$ cat config.mk
export PLATFORM = sky130hd
export DESIGN_NAME = source_text_lexer_unit_flat
export DESIGN_NICKNAME = d
export VERILOG_FILES = /design/src/rtl/core/slx_pkg.sv /design/src/rtl/core/slx_byte_if.sv /design/src/rtl/core/slx_token_if.sv /design/src/rtl/core/slx_front.sv /design/src/rtl/core/slx_queue.sv /design/src/rtl/core/slx_back.sv /design/src/rtl/core/source_text_lexer_unit.sv /design/src/flat_wrapper.sv
export SDC_FILE = /design/constraint.sdc
export NUM_CORES = 1
export LEC_CHECK = 0
export BUFFER_PORTS_ARGS = -buffer_cell sky130_fd_sc_hd__buf_2
export CELL_PAD_IN_SITES_DETAIL_PLACEMENT = 1
export CELL_PAD_IN_SITES_GLOBAL_PLACEMENT = 2
export CORE_MARGIN = 5
export CORE_UTILIZATION = 30
export CTS_CLUSTER_SIZE = 16
export DETAILED_ROUTE_END_ITERATION = 8
export MAX_ROUTING_LAYER = met4
export PLACE_DENSITY_LB_ADDON = 0.1
export RECOVER_POWER = 100
export SYNTH_ARGS = -nofsm -noshare
export SYNTH_HDL_FRONTEND = slang
export SYNTH_SLANG_ARGS = --single-unit
$ cat constraint.sdc
create_clock -name clk -period 4.3 [get_ports clk]
set_clock_uncertainty 0.05 [all_clocks]
set_input_delay 0.215 -clock clk [delete_from_list [all_inputs] [get_ports clk]]
set_output_delay 0.215 -clock clk [all_outputs]
set_load 0.05 [all_outputs]
$ cat src/rtl/core/slx_pkg.sv
// ----------------------------------------------------------------------------
// slx_pkg
// Shared types and constants of the source text lexer: byte codes, token
// kinds, lexer modes and the job record passed from front to back.
// ----------------------------------------------------------------------------
package slx_pkg;

    localparam int POSITION_WIDTH_DEFAULT = 16;
    localparam int QUEUE_DEPTH_DEFAULT    = 4;
    localparam int FIELD_POS_WIDTH        = 16;

    localparam logic [7:0] CHAR_NUL     = 8'h00;
    localparam logic [7:0] CHAR_ASSIGN  = 8'h3D;
    localparam logic [7:0] CHAR_LBRACE  = 8'h7B;
    localparam logic [7:0] CHAR_RBRACE  = 8'h7D;
    localparam logic [7:0] CHAR_LPAREN  = 8'h28;
    localparam logic [7:0] CHAR_RPAREN  = 8'h29;
    localparam logic [7:0] CHAR_NEWLINE = 8'h0A;
    localparam logic [7:0] CHAR_TAB     = 8'h09;
    localparam logic [7:0] CHAR_QUOTE   = 8'h22;
    localparam logic [7:0] CHAR_LOWER_A = 8'h61;
    localparam logic [7:0] CHAR_LOWER_Z = 8'h7A;
    localparam logic [7:0] CHAR_UPPER_A = 8'h41;
    localparam logic [7:0] CHAR_UPPER_Z = 8'h5A;
    localparam logic [7:0] CHAR_DIGIT_0 = 8'h30;
    localparam logic [7:0] CHAR_DIGIT_9 = 8'h39;

    typedef enum logic [3:0] {
        KIND_ASSIGN = 4'd0,
        KIND_LBRACE = 4'd1,
        KIND_RBRACE = 4'd2,
        KIND_LPAREN = 4'd3,
        KIND_RPAREN = 4'd4,
        KIND_STRING = 4'd5,
        KIND_IDENT  = 4'd6,
        KIND_INT    = 4'd7,
        KIND_EOI    = 4'd8
    } token_kind_t;

    typedef enum logic [1:0] {
        MODE_IDLE = 2'd0,
        MODE_STR  = 2'd1,
        MODE_ID   = 2'd2,
        MODE_INT  = 2'd3
    } lex_mode_t;

    typedef struct packed {
        token_kind_t kind;
        logic [7:0]  value_char;
        logic        has_char;
        logic        token_end;
    } token_t;

    typedef struct packed {
        logic                         two;
        token_t                       first;
        token_t                       second;
        logic [FIELD_POS_WIDTH-1:0]   line;
        logic [FIELD_POS_WIDTH-1:0]   column;
    } job_t;

    typedef struct packed {
        logic valid;
        job_t job;
    } push_t;

    typedef struct packed {
        logic valid;
        job_t job;
    } head_t;

    function automatic logic is_letter(input logic [7:0] c);
        return ((c >= CHAR_LOWER_A) && (c <= CHAR_LOWER_Z)) ||
               ((c >= CHAR_UPPER_A) && (c <= CHAR_UPPER_Z));
    endfunction

    function automatic logic is_digit(input logic [7:0] c);
        return (c >= CHAR_DIGIT_0) && (c <= CHAR_DIGIT_9);
    endfunction

endpackage

$ cat src/rtl/core/slx_byte_if.sv
// ----------------------------------------------------------------------------
// slx_byte_if
// Source byte channel: one byte per beat, valid/ready handshake.
// ----------------------------------------------------------------------------
interface slx_byte_if;
    logic       valid;
    logic       ready;
    logic [7:0] char_code;

    modport source (output valid, output char_code, input ready);
    modport sink (input valid, input char_code, output ready);
endinterface

$ cat src/rtl/core/slx_token_if.sv
// ----------------------------------------------------------------------------
// slx_token_if
// Token result channel: one result per beat, valid/ready handshake.
// ----------------------------------------------------------------------------
interface slx_token_if;
    logic        valid;
    logic        ready;
    logic [3:0]  token_kind;
    logic [7:0]  value_char;
    logic        has_char;
    logic        token_end;
    logic [15:0] line_number;
    logic [15:0] column_number;

    modport source (
        output valid, output token_kind, output value_char, output has_char,
        output token_end, output line_number, output column_number,
        input ready
    );
    modport sink (
        input valid, input token_kind, input value_char, input has_char,
        input token_end, input line_number, input column_number,
        output ready
    );
endinterface

$ cat src/rtl/core/slx_front.sv
// ----------------------------------------------------------------------------
// slx_front
// Classifies each source byte against the lexer mode, updates the mode and
// the saturating line and column counters, and builds a job of up to two
// results for the queue.
// ----------------------------------------------------------------------------
module slx_front
    import slx_pkg::*;
#(
    parameter int POSITION_WIDTH = POSITION_WIDTH_DEFAULT
) (
    input  logic       clk,
    input  logic       rst_n,
    input  logic       byte_valid,
    input  logic [7:0] byte_code,
    output logic       byte_ready,
    input  logic       queue_full,
    output push_t      push
);

    localparam int EXT_WIDTH = POSITION_WIDTH + FIELD_POS_WIDTH;

    typedef enum logic [1:0] {
        POS_KEEP,
        POS_COL_INC,
        POS_NEW_LINE
    } pos_op_t;

    typedef struct packed {
        logic      emit;
        token_t    tok;
        lex_mode_t mode;
        pos_op_t   pos_op;
    } idle_out_t;

    lex_mode_t                 mode_reg, mode_next;
    logic [POSITION_WIDTH-1:0] line_reg, line_next;
    logic [POSITION_WIDTH-1:0] col_reg, col_next;
    logic [EXT_WIDTH-1:0]      line_ext, col_ext;
    logic                      accept;
    idle_out_t                 idle_res;
    pos_op_t                   pos_op;
    token_t                    tok_a, tok_b;
    logic                      emit_a, emit_b;

    function automatic token_t make_tok(input token_kind_t k, input logic [7:0] c,
                                        input logic has, input logic fin);
        token_t t;
        t.kind       = k;
        t.value_char = c;
        t.has_char   = has;
        t.token_end  = fin;
        return t;
    endfunction

    function automatic idle_out_t idle_byte(input logic [7:0] c);
        idle_out_t r;
        r.emit   = 1'b0;
        r.tok    = make_tok(KIND_EOI, CHAR_NUL, 1'b0, 1'b1);
        r.mode   = MODE_IDLE;
        r.pos_op = POS_COL_INC;
        priority if (c == CHAR_ASSIGN) begin
            r.emit = 1'b1;
            r.tok  = make_tok(KIND_ASSIGN, c, 1'b1, 1'b1);
        end else if (c == CHAR_LBRACE) begin
            r.emit = 1'b1;
            r.tok  = make_tok(KIND_LBRACE, c, 1'b1, 1'b1);
        end else if (c == CHAR_RBRACE) begin
            r.emit = 1'b1;
            r.tok  = make_tok(KIND_RBRACE, c, 1'b1, 1'b1);
        end else if (c == CHAR_LPAREN) begin
            r.emit = 1'b1;
            r.tok  = make_tok(KIND_LPAREN, c, 1'b1, 1'b1);
        end else if (c == CHAR_RPAREN) begin
            r.emit = 1'b1;
            r.tok  = make_tok(KIND_RPAREN, c, 1'b1, 1'b1);
        end else if (c == CHAR_NUL) begin
            r.emit   = 1'b1;
            r.pos_op = POS_KEEP;
        end else if (c == CHAR_NEWLINE) begin
            r.pos_op = POS_NEW_LINE;
        end else if (c == CHAR_QUOTE) begin
            r.mode = MODE_STR;
        end else if (is_letter(c)) begin
            r.emit = 1'b1;
            r.tok  = make_tok(KIND_IDENT, c, 1'b1, 1'b0);
            r.mode = MODE_ID;
        end else if (is_digit(c)) begin
            r.emit = 1'b1;
            r.tok  = make_tok(KIND_INT, c, 1'b1, 1'b0);
            r.mode = MODE_INT;
        end else begin
            // tab, space and unknown bytes: skip
            r.emit = 1'b0;
        end
        return r;
    endfunction

    assign byte_ready = !queue_full;
    assign accept     = byte_valid && byte_ready;
    assign idle_res   = idle_byte(byte_code);
    assign line_ext   = EXT_WIDTH'(line_reg);
    assign col_ext    = EXT_WIDTH'(col_reg);

    always_comb
    begin
        mode_next = mode_reg;
        pos_op    = POS_KEEP;
        emit_a    = 1'b0;
        emit_b    = 1'b0;
        tok_a     = idle_res.tok;
        tok_b     = idle_res.tok;
        unique case (mode_reg)
            MODE_STR:
            begin
                if (byte_code == CHAR_QUOTE)
                begin
                    emit_a    = 1'b1;
                    tok_a     = make_tok(KIND_STRING, CHAR_NUL, 1'b0, 1'b1);
                    mode_next = MODE_IDLE;
                    pos_op    = POS_COL_INC;
                end
                else if (byte_code == CHAR_NUL)
                begin
                    emit_a    = 1'b1;
                    emit_b    = 1'b1;
                    tok_a     = make_tok(KIND_STRING, CHAR_NUL, 1'b0, 1'b1);
                    tok_b     = make_tok(KIND_EOI, CHAR_NUL, 1'b0, 1'b1);
                    mode_next = MODE_IDLE;
                end
                else
                begin
                    emit_a = 1'b1;
                    tok_a  = make_tok(KIND_STRING, byte_code, 1'b1, 1'b0);
                    pos_op = POS_COL_INC;
                end
            end
            MODE_ID, MODE_INT:
            begin
                emit_a = 1'b1;
                if ((mode_reg == MODE_ID) ? is_letter(byte_code) : is_digit(byte_code))
                begin
                    tok_a  = make_tok((mode_reg == MODE_ID) ? KIND_IDENT : KIND_INT,
                                      byte_code, 1'b1, 1'b0);
                    pos_op = POS_COL_INC;
                end
                else
                begin
                    // close the run, then treat the byte as in idle mode
                    tok_a     = make_tok((mode_reg == MODE_ID) ? KIND_IDENT : KIND_INT,
                                         CHAR_NUL, 1'b0, 1'b1);
                    emit_b    = idle_res.emit;
                    tok_b     = idle_res.tok;
                    mode_next = idle_res.mode;
                    pos_op    = idle_res.pos_op;
                end
            end
            MODE_IDLE:
            begin
                emit_a    = idle_res.emit;
                tok_a     = idle_res.tok;
                mode_next = idle_res.mode;
                pos_op    = idle_res.pos_op;
            end
            default:
            begin
                mode_next = MODE_IDLE;
            end
        endcase
    end

    always_comb
    begin
        line_next = line_reg;
        col_next  = col_reg;
        unique case (pos_op)
            POS_COL_INC:
            begin
                if (col_reg != '1)
                begin
                    col_next = col_reg + 1'b1;
                end
            end
            POS_NEW_LINE:
            begin
                col_next = '0;
                if (line_reg != '1)
                begin
                    line_next = line_reg + 1'b1;
                end
            end
            default:
            begin
                line_next = line_reg;
            end
        endcase
    end

    always_comb
    begin
        push.valid      = accept && emit_a;
        push.job.two    = emit_b;
        push.job.first  = tok_a;
        push.job.second = tok_b;
        push.job.line   = line_ext[FIELD_POS_WIDTH-1:0];
        push.job.column = col_ext[FIELD_POS_WIDTH-1:0];
    end

    always_ff @(posedge clk or negedge rst_n)
    begin
        if (!rst_n)
        begin
            mode_reg <= MODE_IDLE;
            line_reg <= '0;
            col_reg  <= '0;
        end
        else if (accept)
        begin
            mode_reg <= mode_next;
            line_reg <= line_next;
            col_reg  <= col_next;
        end
    end

endmodule

$ cat src/rtl/core/slx_queue.sv
// ----------------------------------------------------------------------------
// slx_queue
// Short job queue between the front and back: register array with wrapping
// read and write pointers and an occupancy count.
// ----------------------------------------------------------------------------
module slx_queue
    import slx_pkg::*;
#(
    parameter int DEPTH = QUEUE_DEPTH_DEFAULT
) (
    input  logic  clk,
    input  logic  rst_n,
    input  push_t push,
    output logic  full,
    output head_t head,
    input  logic  pop
);

    localparam int PTR_WIDTH = (DEPTH > 1) ? $clog2(DEPTH) : 1;
    localparam int CNT_WIDTH = $clog2(DEPTH + 1);

    job_t                 slot_reg [DEPTH];
    logic [PTR_WIDTH-1:0] wr_ptr_reg, wr_ptr_next;
    logic [PTR_WIDTH-1:0] rd_ptr_reg, rd_ptr_next;
    logic [CNT_WIDTH-1:0] count_reg, count_next;
    logic                 do_push, do_pop;

    assign full       = (count_reg == CNT_WIDTH'(DEPTH));
    assign head.valid = (count_reg != '0);
    assign head.job   = slot_reg[rd_ptr_reg];
    assign do_push    = push.valid && !full;
    assign do_pop     = pop && head.valid;

    always_comb
    begin
        wr_ptr_next = wr_ptr_reg;
        rd_ptr_next = rd_ptr_reg;
        count_next  = count_reg;
        if (do_push)
        begin
            wr_ptr_next = (wr_ptr_reg == PTR_WIDTH'(DEPTH - 1)) ? '0 : wr_ptr_reg + 1'b1;
        end
        if (do_pop)
        begin
            rd_ptr_next = (rd_ptr_reg == PTR_WIDTH'(DEPTH - 1)) ? '0 : rd_ptr_reg + 1'b1;
        end
        if (do_push && !do_pop)
        begin
            count_next = count_reg + 1'b1;
        end
        else if (do_pop && !do_push)
        begin
            count_next = count_reg - 1'b1;
        end
    end

    always_ff @(posedge clk)
    begin
        if (do_push)
        begin
            slot_reg[wr_ptr_reg] <= push.job;
        end
    end

    always_ff @(posedge clk or negedge rst_n)
    begin
        if (!rst_n)
        begin
            wr_ptr_reg <= '0;
            rd_ptr_reg <= '0;
            count_reg  <= '0;
        end
        else
        begin
            wr_ptr_reg <= wr_ptr_next;
            rd_ptr_reg <= rd_ptr_next;
            count_reg  <= count_next;
        end
    end

endmodule

$ cat src/rtl/core/slx_back.sv
// ----------------------------------------------------------------------------
// slx_back
// Unpacks queued jobs into single result beats and holds them in the output
// register until the sink takes them.
// ----------------------------------------------------------------------------
module slx_back
    import slx_pkg::*;
(
    input  logic               clk,
    input  logic               rst_n,
    input  head_t              head,
    output logic               pop,
    slx_token_if.source        tok_out
);

    logic   out_valid_reg;
    logic   second_reg, second_next;
    token_t tok_reg, tok_next;
    logic [FIELD_POS_WIDTH-1:0] line_reg, col_reg;
    logic   load;

    assign load = head.valid && (!out_valid_reg || tok_out.ready);

    always_comb
    begin
        second_next = second_reg;
        tok_next    = head.job.first;
        pop         = 1'b0;
        if (load)
        begin
            if (second_reg)
            begin
                tok_next    = head.job.second;
                second_next = 1'b0;
                pop         = 1'b1;
            end
            else if (head.job.two)
            begin
                second_next = 1'b1;
            end
            else
            begin
                pop = 1'b1;
            end
        end
    end

    always_ff @(posedge clk or negedge rst_n)
    begin
        if (!rst_n)
        begin
            out_valid_reg <= 1'b0;
            second_reg    <= 1'b0;
        end
        else
        begin
            second_reg <= second_next;
            if (load)
            begin
                out_valid_reg <= 1'b1;
            end
            else if (tok_out.ready)
            begin
                out_valid_reg <= 1'b0;
            end
        end
    end

    always_ff @(posedge clk)
    begin
        if (load)
        begin
            tok_reg  <= tok_next;
            line_reg <= head.job.line;
            col_reg  <= head.job.column;
        end
    end

    assign tok_out.valid         = out_valid_reg;
    assign tok_out.token_kind    = tok_reg.kind;
    assign tok_out.value_char    = tok_reg.value_char;
    assign tok_out.has_char      = tok_reg.has_char;
    assign tok_out.token_end     = tok_reg.token_end;
    assign tok_out.line_number   = line_reg;
    assign tok_out.column_number = col_reg;

endmodule

$ cat src/rtl/core/source_text_lexer_unit.sv
// Path: each byte's job is pushed into the queue, then its result beats are
// loaded into the output register. Throughput: one byte per cycle while the
// queue is not full, one result beat per cycle while the sink is ready; a
// byte with two results takes two output beats; the queue absorbs the extra.
// Reset: rst_n clears the lexer mode to idle, both position counters to zero
// and empties the queue and the output register.
// ----------------------------------------------------------------------------
// source_text_lexer_unit
// Source text lexer: front classifier, job queue and result back end.
// ----------------------------------------------------------------------------
module source_text_lexer_unit
    import slx_pkg::*;
#(
    parameter int POSITION_WIDTH = POSITION_WIDTH_DEFAULT,
    parameter int QUEUE_DEPTH    = QUEUE_DEPTH_DEFAULT
) (
    input  logic        clk,
    input  logic        rst_n,
    slx_byte_if.sink    in_ch,
    slx_token_if.source out_ch
);

    push_t push;
    head_t head;
    logic  queue_full;
    logic  pop;

    slx_front #(
        .POSITION_WIDTH (POSITION_WIDTH)
    ) u_front (
        .clk        (clk),
        .rst_n      (rst_n),
        .byte_valid (in_ch.valid),
        .byte_code  (in_ch.char_code),
        .byte_ready (in_ch.ready),
        .queue_full (queue_full),
        .push       (push)
    );

    slx_queue #(
        .DEPTH (QUEUE_DEPTH)
    ) u_queue (
        .clk   (clk),
        .rst_n (rst_n),
        .push  (push),
        .full  (queue_full),
        .head  (head),
        .pop   (pop)
    );

    slx_back u_back (
        .clk     (clk),
        .rst_n   (rst_n),
        .head    (head),
        .pop     (pop),
        .tok_out (out_ch)
    );

endmodule

$ cat src/flat_wrapper.sv
// flat-port wrapper written by rule: the top's interface ports become plain ports
module source_text_lexer_unit_flat import slx_pkg::*;
#(
    parameter int POSITION_WIDTH = POSITION_WIDTH_DEFAULT,
    parameter int QUEUE_DEPTH    = QUEUE_DEPTH_DEFAULT
)
  (clk, rst_n, in_ch_valid, in_ch_char_code, in_ch_ready, out_ch_valid, out_ch_token_kind, out_ch_value_char, out_ch_has_char, out_ch_token_end, out_ch_line_number, out_ch_column_number, out_ch_ready);
  slx_byte_if in_ch_i ();
  slx_token_if out_ch_i ();
  input  logic clk;
  input  logic rst_n;
  input wire logic [$bits(in_ch_i.valid)-1:0] in_ch_valid;
  input wire logic [$bits(in_ch_i.char_code)-1:0] in_ch_char_code;
  output wire logic [$bits(in_ch_i.ready)-1:0] in_ch_ready;
  output wire logic [$bits(out_ch_i.valid)-1:0] out_ch_valid;
  output wire logic [$bits(out_ch_i.token_kind)-1:0] out_ch_token_kind;
  output wire logic [$bits(out_ch_i.value_char)-1:0] out_ch_value_char;
  output wire logic [$bits(out_ch_i.has_char)-1:0] out_ch_has_char;
  output wire logic [$bits(out_ch_i.token_end)-1:0] out_ch_token_end;
  output wire logic [$bits(out_ch_i.line_number)-1:0] out_ch_line_number;
  output wire logic [$bits(out_ch_i.column_number)-1:0] out_ch_column_number;
  input wire logic [$bits(out_ch_i.ready)-1:0] out_ch_ready;
  assign in_ch_i.valid = in_ch_valid;
  assign in_ch_i.char_code = in_ch_char_code;
  assign in_ch_ready = in_ch_i.ready;
  assign out_ch_valid = out_ch_i.valid;
  assign out_ch_token_kind = out_ch_i.token_kind;
  assign out_ch_value_char = out_ch_i.value_char;
  assign out_ch_has_char = out_ch_i.has_char;
  assign out_ch_token_end = out_ch_i.token_end;
  assign out_ch_line_number = out_ch_i.line_number;
  assign out_ch_column_number = out_ch_i.column_number;
  assign out_ch_i.ready = out_ch_ready;
  source_text_lexer_unit #(.POSITION_WIDTH(POSITION_WIDTH), .QUEUE_DEPTH(QUEUE_DEPTH)) u_core (.clk(clk), .rst_n(rst_n), .in_ch(in_ch_i), .out_ch(out_ch_i));
endmodule
==> impl_metrics.ini, run 1 <==
[clock_tree]
cts_made_buffers = 39
root_buffer = clkbuf_16
clk_latency_ns = 0.53
cts_sinks = 333
cts_tree = yes
ctsLongestPathBuffers = 3
cts_setup_buffers = 0
htreeDepth = 2
path_clk_slew_ns = 0.06

[detailed_routing]
first_iter_violations = 440
highest_layer = met4
routedWlPerCell_um = 22.15
vias = 6828
ant_nets = 0
drt_pass1_iterations = 5
wl_met3_mm = 1.228
post_drt_via_cell_ratio = 4.725
drt-met1-wl_mm = 14.18
routed_wl_mm = 32.00
route.detailed.drc = 0
wl_met2_mm = 16.04

[synthesis]
netlist_area_mm2 = 0.01322
yosysUniqueCellTypes = 63
yosysSeqAreaShare_pct = 74.04
ys_ff_latch = 333
syn_area_per_cell_um2 = 17.98
yosys_warnings = 0
ys.flop_type = edfxtp_1
synth_edf_count = 290
async_flop_share_pct = 12.91
syn-instance-count = 735

[sta]
min_period_over_period_pct = 77.65
finalSetupTns_ns = 0
slew_viol_final = 114
tightest_slew_ns = 2.407
max_slew_margin_pct = -60.49
rsz0062_at_grt = false
finalSetupViolations = 0
hold_viol = 0
layout_min_cycle_time_ns = 3.339
fmax_mhz = 299.5

[min_path]
min_path_type = primary input to flop
min_from = in_ch_valid
min_to = u_core.u_front.mode_reg[1]
min_delay_path_depth = 3

[job]
drv_cap = 3

[grt]
grt_pass1_wl_mm = 49.24
grt_start_max_net_pins = 63
grt_antenna_before_repair = 1
grt_usage_pct = 14.02
grt.overflow.total = 0
grt_pass1_vias = 7730

[die]
die_area_mm2 = 0.04835
ios = 60
die_h_um = 219.9
start_util_pct = 30.08
die_w_um = 219.9
rows = 77
core_area_mm2 = 0.04393

[cells_and_area]
final_core_util_pct = 35.05
largest_reg_flops = 244
nets = 845
final_cell_mix = edfxtp_1, nand2_1, clkbuf_1, mux4_2, dfrtp_1
final_common_cell = edfxtp_1
area.growth.synth_to_final_pct = 16.52
layout-drive-gt1-share_pct = 17.37
fillers = 4481

[setup_path]
startpoint = in_ch_char_code[1]
start_kind = primary input
cp.required_ns = 4.39
reg2reg_depth = 4
arrival_ns = 3.43
cp-end-kind = flop
reg2reg_to = u_core.u_queue.slot_reg[0][47]
worstSetupPathType = primary input to flop
worstPathMaxFanout = 61
reg2reg_slack_ns = 1.29
timing.rr.start = u_core.u_front.mode_reg[1]

[pwr]
pwr_density_cell_mw_per_mm2 = 718.5
cellLeakagePower_nw = 5.261
peakVddDrop_mv = 0.3794

[status]
status = complete, but fails checks
violations = max-capacitance violations, max-slew violations

[place]
place.port_buffers = 59
place_congestion = 0.7786
hpwlAfterDp_mm = 19.56
-- through the flow --
step,hold WS (ns),instance area [um^2],cells,power [mW],setup slack (ns)
final,0.09790,15400,1445,11.06,0.9609
after global routing,0.1019,15400,1444,11.69,0.6067
after CTS,0.06819,15520,1444,11.38,1.303
after detailed placement,0.02129,14310,1372,8.167,0.9229
after global placement,0.01396,14310,1372,8.116,1.069
after floorplan,-0.1306,13230,738,7.075,0.6661
-- logic make-up (layout without fill, tap and decap cells) --
group | count (synthesis) | count (layout) | share of synthesized area [%]
flip-flops | 333 | 333 | 74.04
adder cells (fa/ha/maj) | 9 | 9 | 0.9090
other | 1 | 5 | 0.02838
buffers and inverters | 50 | 164 | 1.553
AND/OR/NAND/NOR | 190 | 190 | 7.215
XOR/XNOR | 19 | 19 | 1.259
AO/OA/AOI/OAI | 59 | 59 | 3.494
multiplexers | 74 | 74 | 11.50
-- synth_stat cells (2+ instances only) --
master	number	area share, %
a21oi_1	6	0.23
dfrtp_1	43	8.1
nand3b_1	2	0.11
nand4_1	8	0.38
or2_2	2	0.095
nor3_1	14	0.53
mux2i_1	6	0.45
nor2_1	15	0.43
and4_1	2	0.13
inv_1	19	0.54
nand2_1	82	2.3
o21ai_0	10	0.38
nand3_1	16	0.61
and2_1	12	0.57
clkbuf_1	19	0.54
mux2_2	5	0.43
nand2b_1	5	0.24
buf_2	8	0.30
nor2b_1	6	0.28
a22o_1	3	0.20
mux2_4	2	0.23
buf_1	3	0.085
mux4_2	61	10
a211oi_1	4	0.23
edfxtp_1	290	66
ha_1	8	0.76
or4_1	6	0.34
xor2_1	8	0.53
a21o_1	7	0.40
nor4_1	4	0.19
o211ai_1	8	0.45
and3_1	5	0.24
o31ai_1	5	0.28
or3_1	2	0.095
xnor2_1	11	0.73
-- worst max-delay path by stage --
stage	slack, ns	to
after global placement	1.07	u_core.u_queue.slot_reg[2][9]
after global routing	0.61	u_core.u_queue.slot_reg[0][14]
final	0.96	u_core.u_queue.slot_reg[0][14]
after detailed placement	0.92	u_core.u_queue.slot_reg[2][9]
after floorplan	0.67	u_core.u_queue.count_reg[1]
after CTS	1.30	u_core.u_queue.count_reg[1]
-- timing repair --
item	4_1_cts	5_1_grt
gates resized for setup	0	0
hold buffers	3	0
hold endpoints to repair	44	0
setup endpoints to repair	0	0
-- report_power, final --
part | switching (mW) | internal [mW]
Clock | 1.26 | 1.87
Combinational | 2.12 | 1.01
Sequential | 0.338 | 4.46
-- routing by layer --
metal	vias up	track usage, %
li1	3078	-
met1	3598	17.71
met2	109	23.37
met3	43	2.967
met4	0	3.308
met5	-	-
-- critical path, stage by stage --
cell,delay [ns]
clkbuf_1,0.54
o22ai_1,0.28
o21ai_0,0.95
o41a_4,0.37
and2_2,0.15
clkbuf_4,0.86
-- area by class of cell --
type | count | area (um^2) | area share [%]
Sequential cell | 333 | 9789 | 63.57
Multi-Input combinational cell | 355 | 3212 | 20.86
Clock buffer | 53 | 1039 | 6.744
Tap cell | 592 | 740.7 | 4.810
Timing Repair Buffer | 76 | 392.9 | 2.551
Clock inverter | 16 | 151.4 | 0.9832
Inverter | 19 | 71.32 | 0.4632
Antenna cell | 1 | 2.502 | 0.01625
Power figures use the tool's default switching activity.
==> run 2, diff against run 1 <==
clock period = 2.7 ns   (was 4.3 ns; I/O delays follow)
==> run 2 against run 1 <==
The flow still finishes with violations (max-capacitance violations, max-slew violations). Die area unchanged. Critical endpoint is now u_core.u_queue.count_reg[1]. Largest cell class unchanged. Final cell count increased by 1.9%. Highest routed layer unchanged. Core utilization increased by 0.64 points. Critical path type is now flop to flop. Worst hold slack got worse by 0.0070 ns.
==> impl_metrics.ini, run 2 (same netlist as run 1, synthesis figures left out) <==
[cells_and_area]
final_core_util_pct = 35.69
diodes = 0
finalInstanceArea_mm2 = 0.01568
area.growth.synth_to_final_pct = 18.66
layout-drive-gt1-share_pct = 19.43
fillers = 4470
final_cell_mix = edfxtp_1, nand2_1, clkbuf_1, mux4_2, clkbuf_16
nets = 871
fin_cells = 1472
final_common_cell = edfxtp_1
largest_reg_flops = 244

[place]
place.port_buffers = 59
dp_cells = 1399
dpl_cell_area_mm2 = 0.01457
dp_slack_ns = 0.01303
hpwlAfterDp_mm = 18.53
place_congestion = 0.7431

[detailed_routing]
first_iter_violations = 322
route.detailed.drc = 0
drt_pass1_iterations = 4
ant_nets = 0
vias = 6902
routed_wl_mm = 30.59
routedWlPerCell_um = 20.78
post_drt_via_cell_ratio = 4.689

[die]
die_w_um = 219.9
core_area_mm2 = 0.04393
die_h_um = 219.9
ios = 60
rows = 77
start_util_pct = 30.08
die_area_mm2 = 0.04835

[grt]
grt_usage_pct = 13.40
met1_usage_pct = 16.51
use_met2_pct = 22.55
top_usage_layer = met2
grt_antenna_before_repair = 2
grt.overflow.total = 0
grt_start_max_net_pins = 63
grt_use_met3_pct = 2.528
grt_pass1_vias = 7841
grt_pass1_wl_mm = 47.74

[sta]
layout_setup_ws_ns = 0.1659
hold_viol = 0
layout_min_cycle_time_ns = 2.534
max_slew_margin_pct = -5.775
tightest_slew_ns = 1.587
hold_ws_ns = 0.09091
finalSetupTns_ns = 0
min_period_over_period_pct = 93.86
rsz0062_at_grt = false
slew_viol_final = 24
fmax_mhz = 394.6
finalSetupViolations = 0

[setup_path]
arrival_ns = 2.91
timing.rr.start = u_core.u_queue.count_reg[0]
worstPathMaxFanout = 5
startpoint = u_core.u_queue.count_reg[0]
start_kind = flop
cp-end-kind = flop
cp.required_ns = 3.08
worstSetupPathType = flop to flop
reg2reg_depth = 7

[clock_tree]
cts_sinks = 333
cts_made_buffers = 39
clk_latency_ns = 0.55
cts_tree = yes
cts_setup_buffers = 0
root_buffer = clkbuf_16
path_clk_slew_ns = 0.05
ctsLongestPathBuffers = 3
htreeDepth = 2

[pwr]
pwr_density_cell_mw_per_mm2 = 1138
peakVddDrop_mv = 0.5251
cellLeakagePower_nw = 5.397
power_mw = 17.85

[min_path]
min_path_type = primary input to flop
min_delay_path_depth = 2
min_from = in_ch_char_code[1]

[status]
violations = max-capacitance violations, max-slew violations
status = complete, but fails checks

[job]
drv_cap = 1
run 2: changes by cell type in the layout (fill, tap and decap cells not counted), moves of 3 or more:
cell,before,now
clkinvlp_4,0,3
and2_0,3,7
buf_4,6,16
buf_6,0,3
clkbuf_1,65,76
clkinv_2,6,3
run 2: final cells by class:
type	instances	area (um^2)	area share, %
sequential	333	9791	62.44
multi-input combinational	355	3221	20.54
clock buffer	55	1089	6.942
tap	592	740.7	4.724
timing repair buffer	102	568.0	3.622
clock inverter	16	201.4	1.285
inverter	19	71.32	0.4548
run 2: worst paths after layout:
check                                                      end  slack, ns
worst max-delay path               u_core.u_queue.count_reg[1]       0.17
worst min-delay path            u_core.u_queue.slot_reg[2][35]       0.09
worst max register to register     u_core.u_queue.count_reg[1]       0.17
worst min register to register     u_core.u_queue.count_reg[2]       0.46
max in group asynchronous            u_core.u_front.col_reg[1]       0.79
min in group asynchronous          u_core.u_front.line_reg[10]       0.47
run 2: per-layer routing:
| metal | part of all wire (%) | routed length, um |
|---|---|---|
| met5 | 0 | 0 |
| met2 | 50 | 15370 |
| met1 | 44 | 13420 |
| met3 | 2.9 | 883 |
| met4 | 3.0 | 913 |
run 2: timing repair:
| action | 4_1_cts | 5_1_grt |
|---|---|---|
| resized for setup | 0 | 0 |
| hold endpoints to repair | 23 | 0 |
| hold buffers | 2 | 0 |
run 2: worst max-delay path: stages (launching register included):
cell and delay, ns:
dfrtp_1 0.43, or3b_2 0.54, and2_0 0.29, o41a_4 0.17, ha_1 0.23, inv_2 0.06, fa_1 0.39, mux2_2 0.26
run 2: power breakdown:
| part | total [mW] | leakage [nW] | internal, mW | switching [mW] |
|---|---|---|---|---|
| sequential | 7.47 | 3.29 | 7.09 | 0.378 |
| clock | 5.26 | 0.617 | 3.21 | 2.05 |
| combinational | 5.11 | 1.49 | 1.66 | 3.45 |
| total | 17.8 | 5.40 | 12.0 | 5.88 |
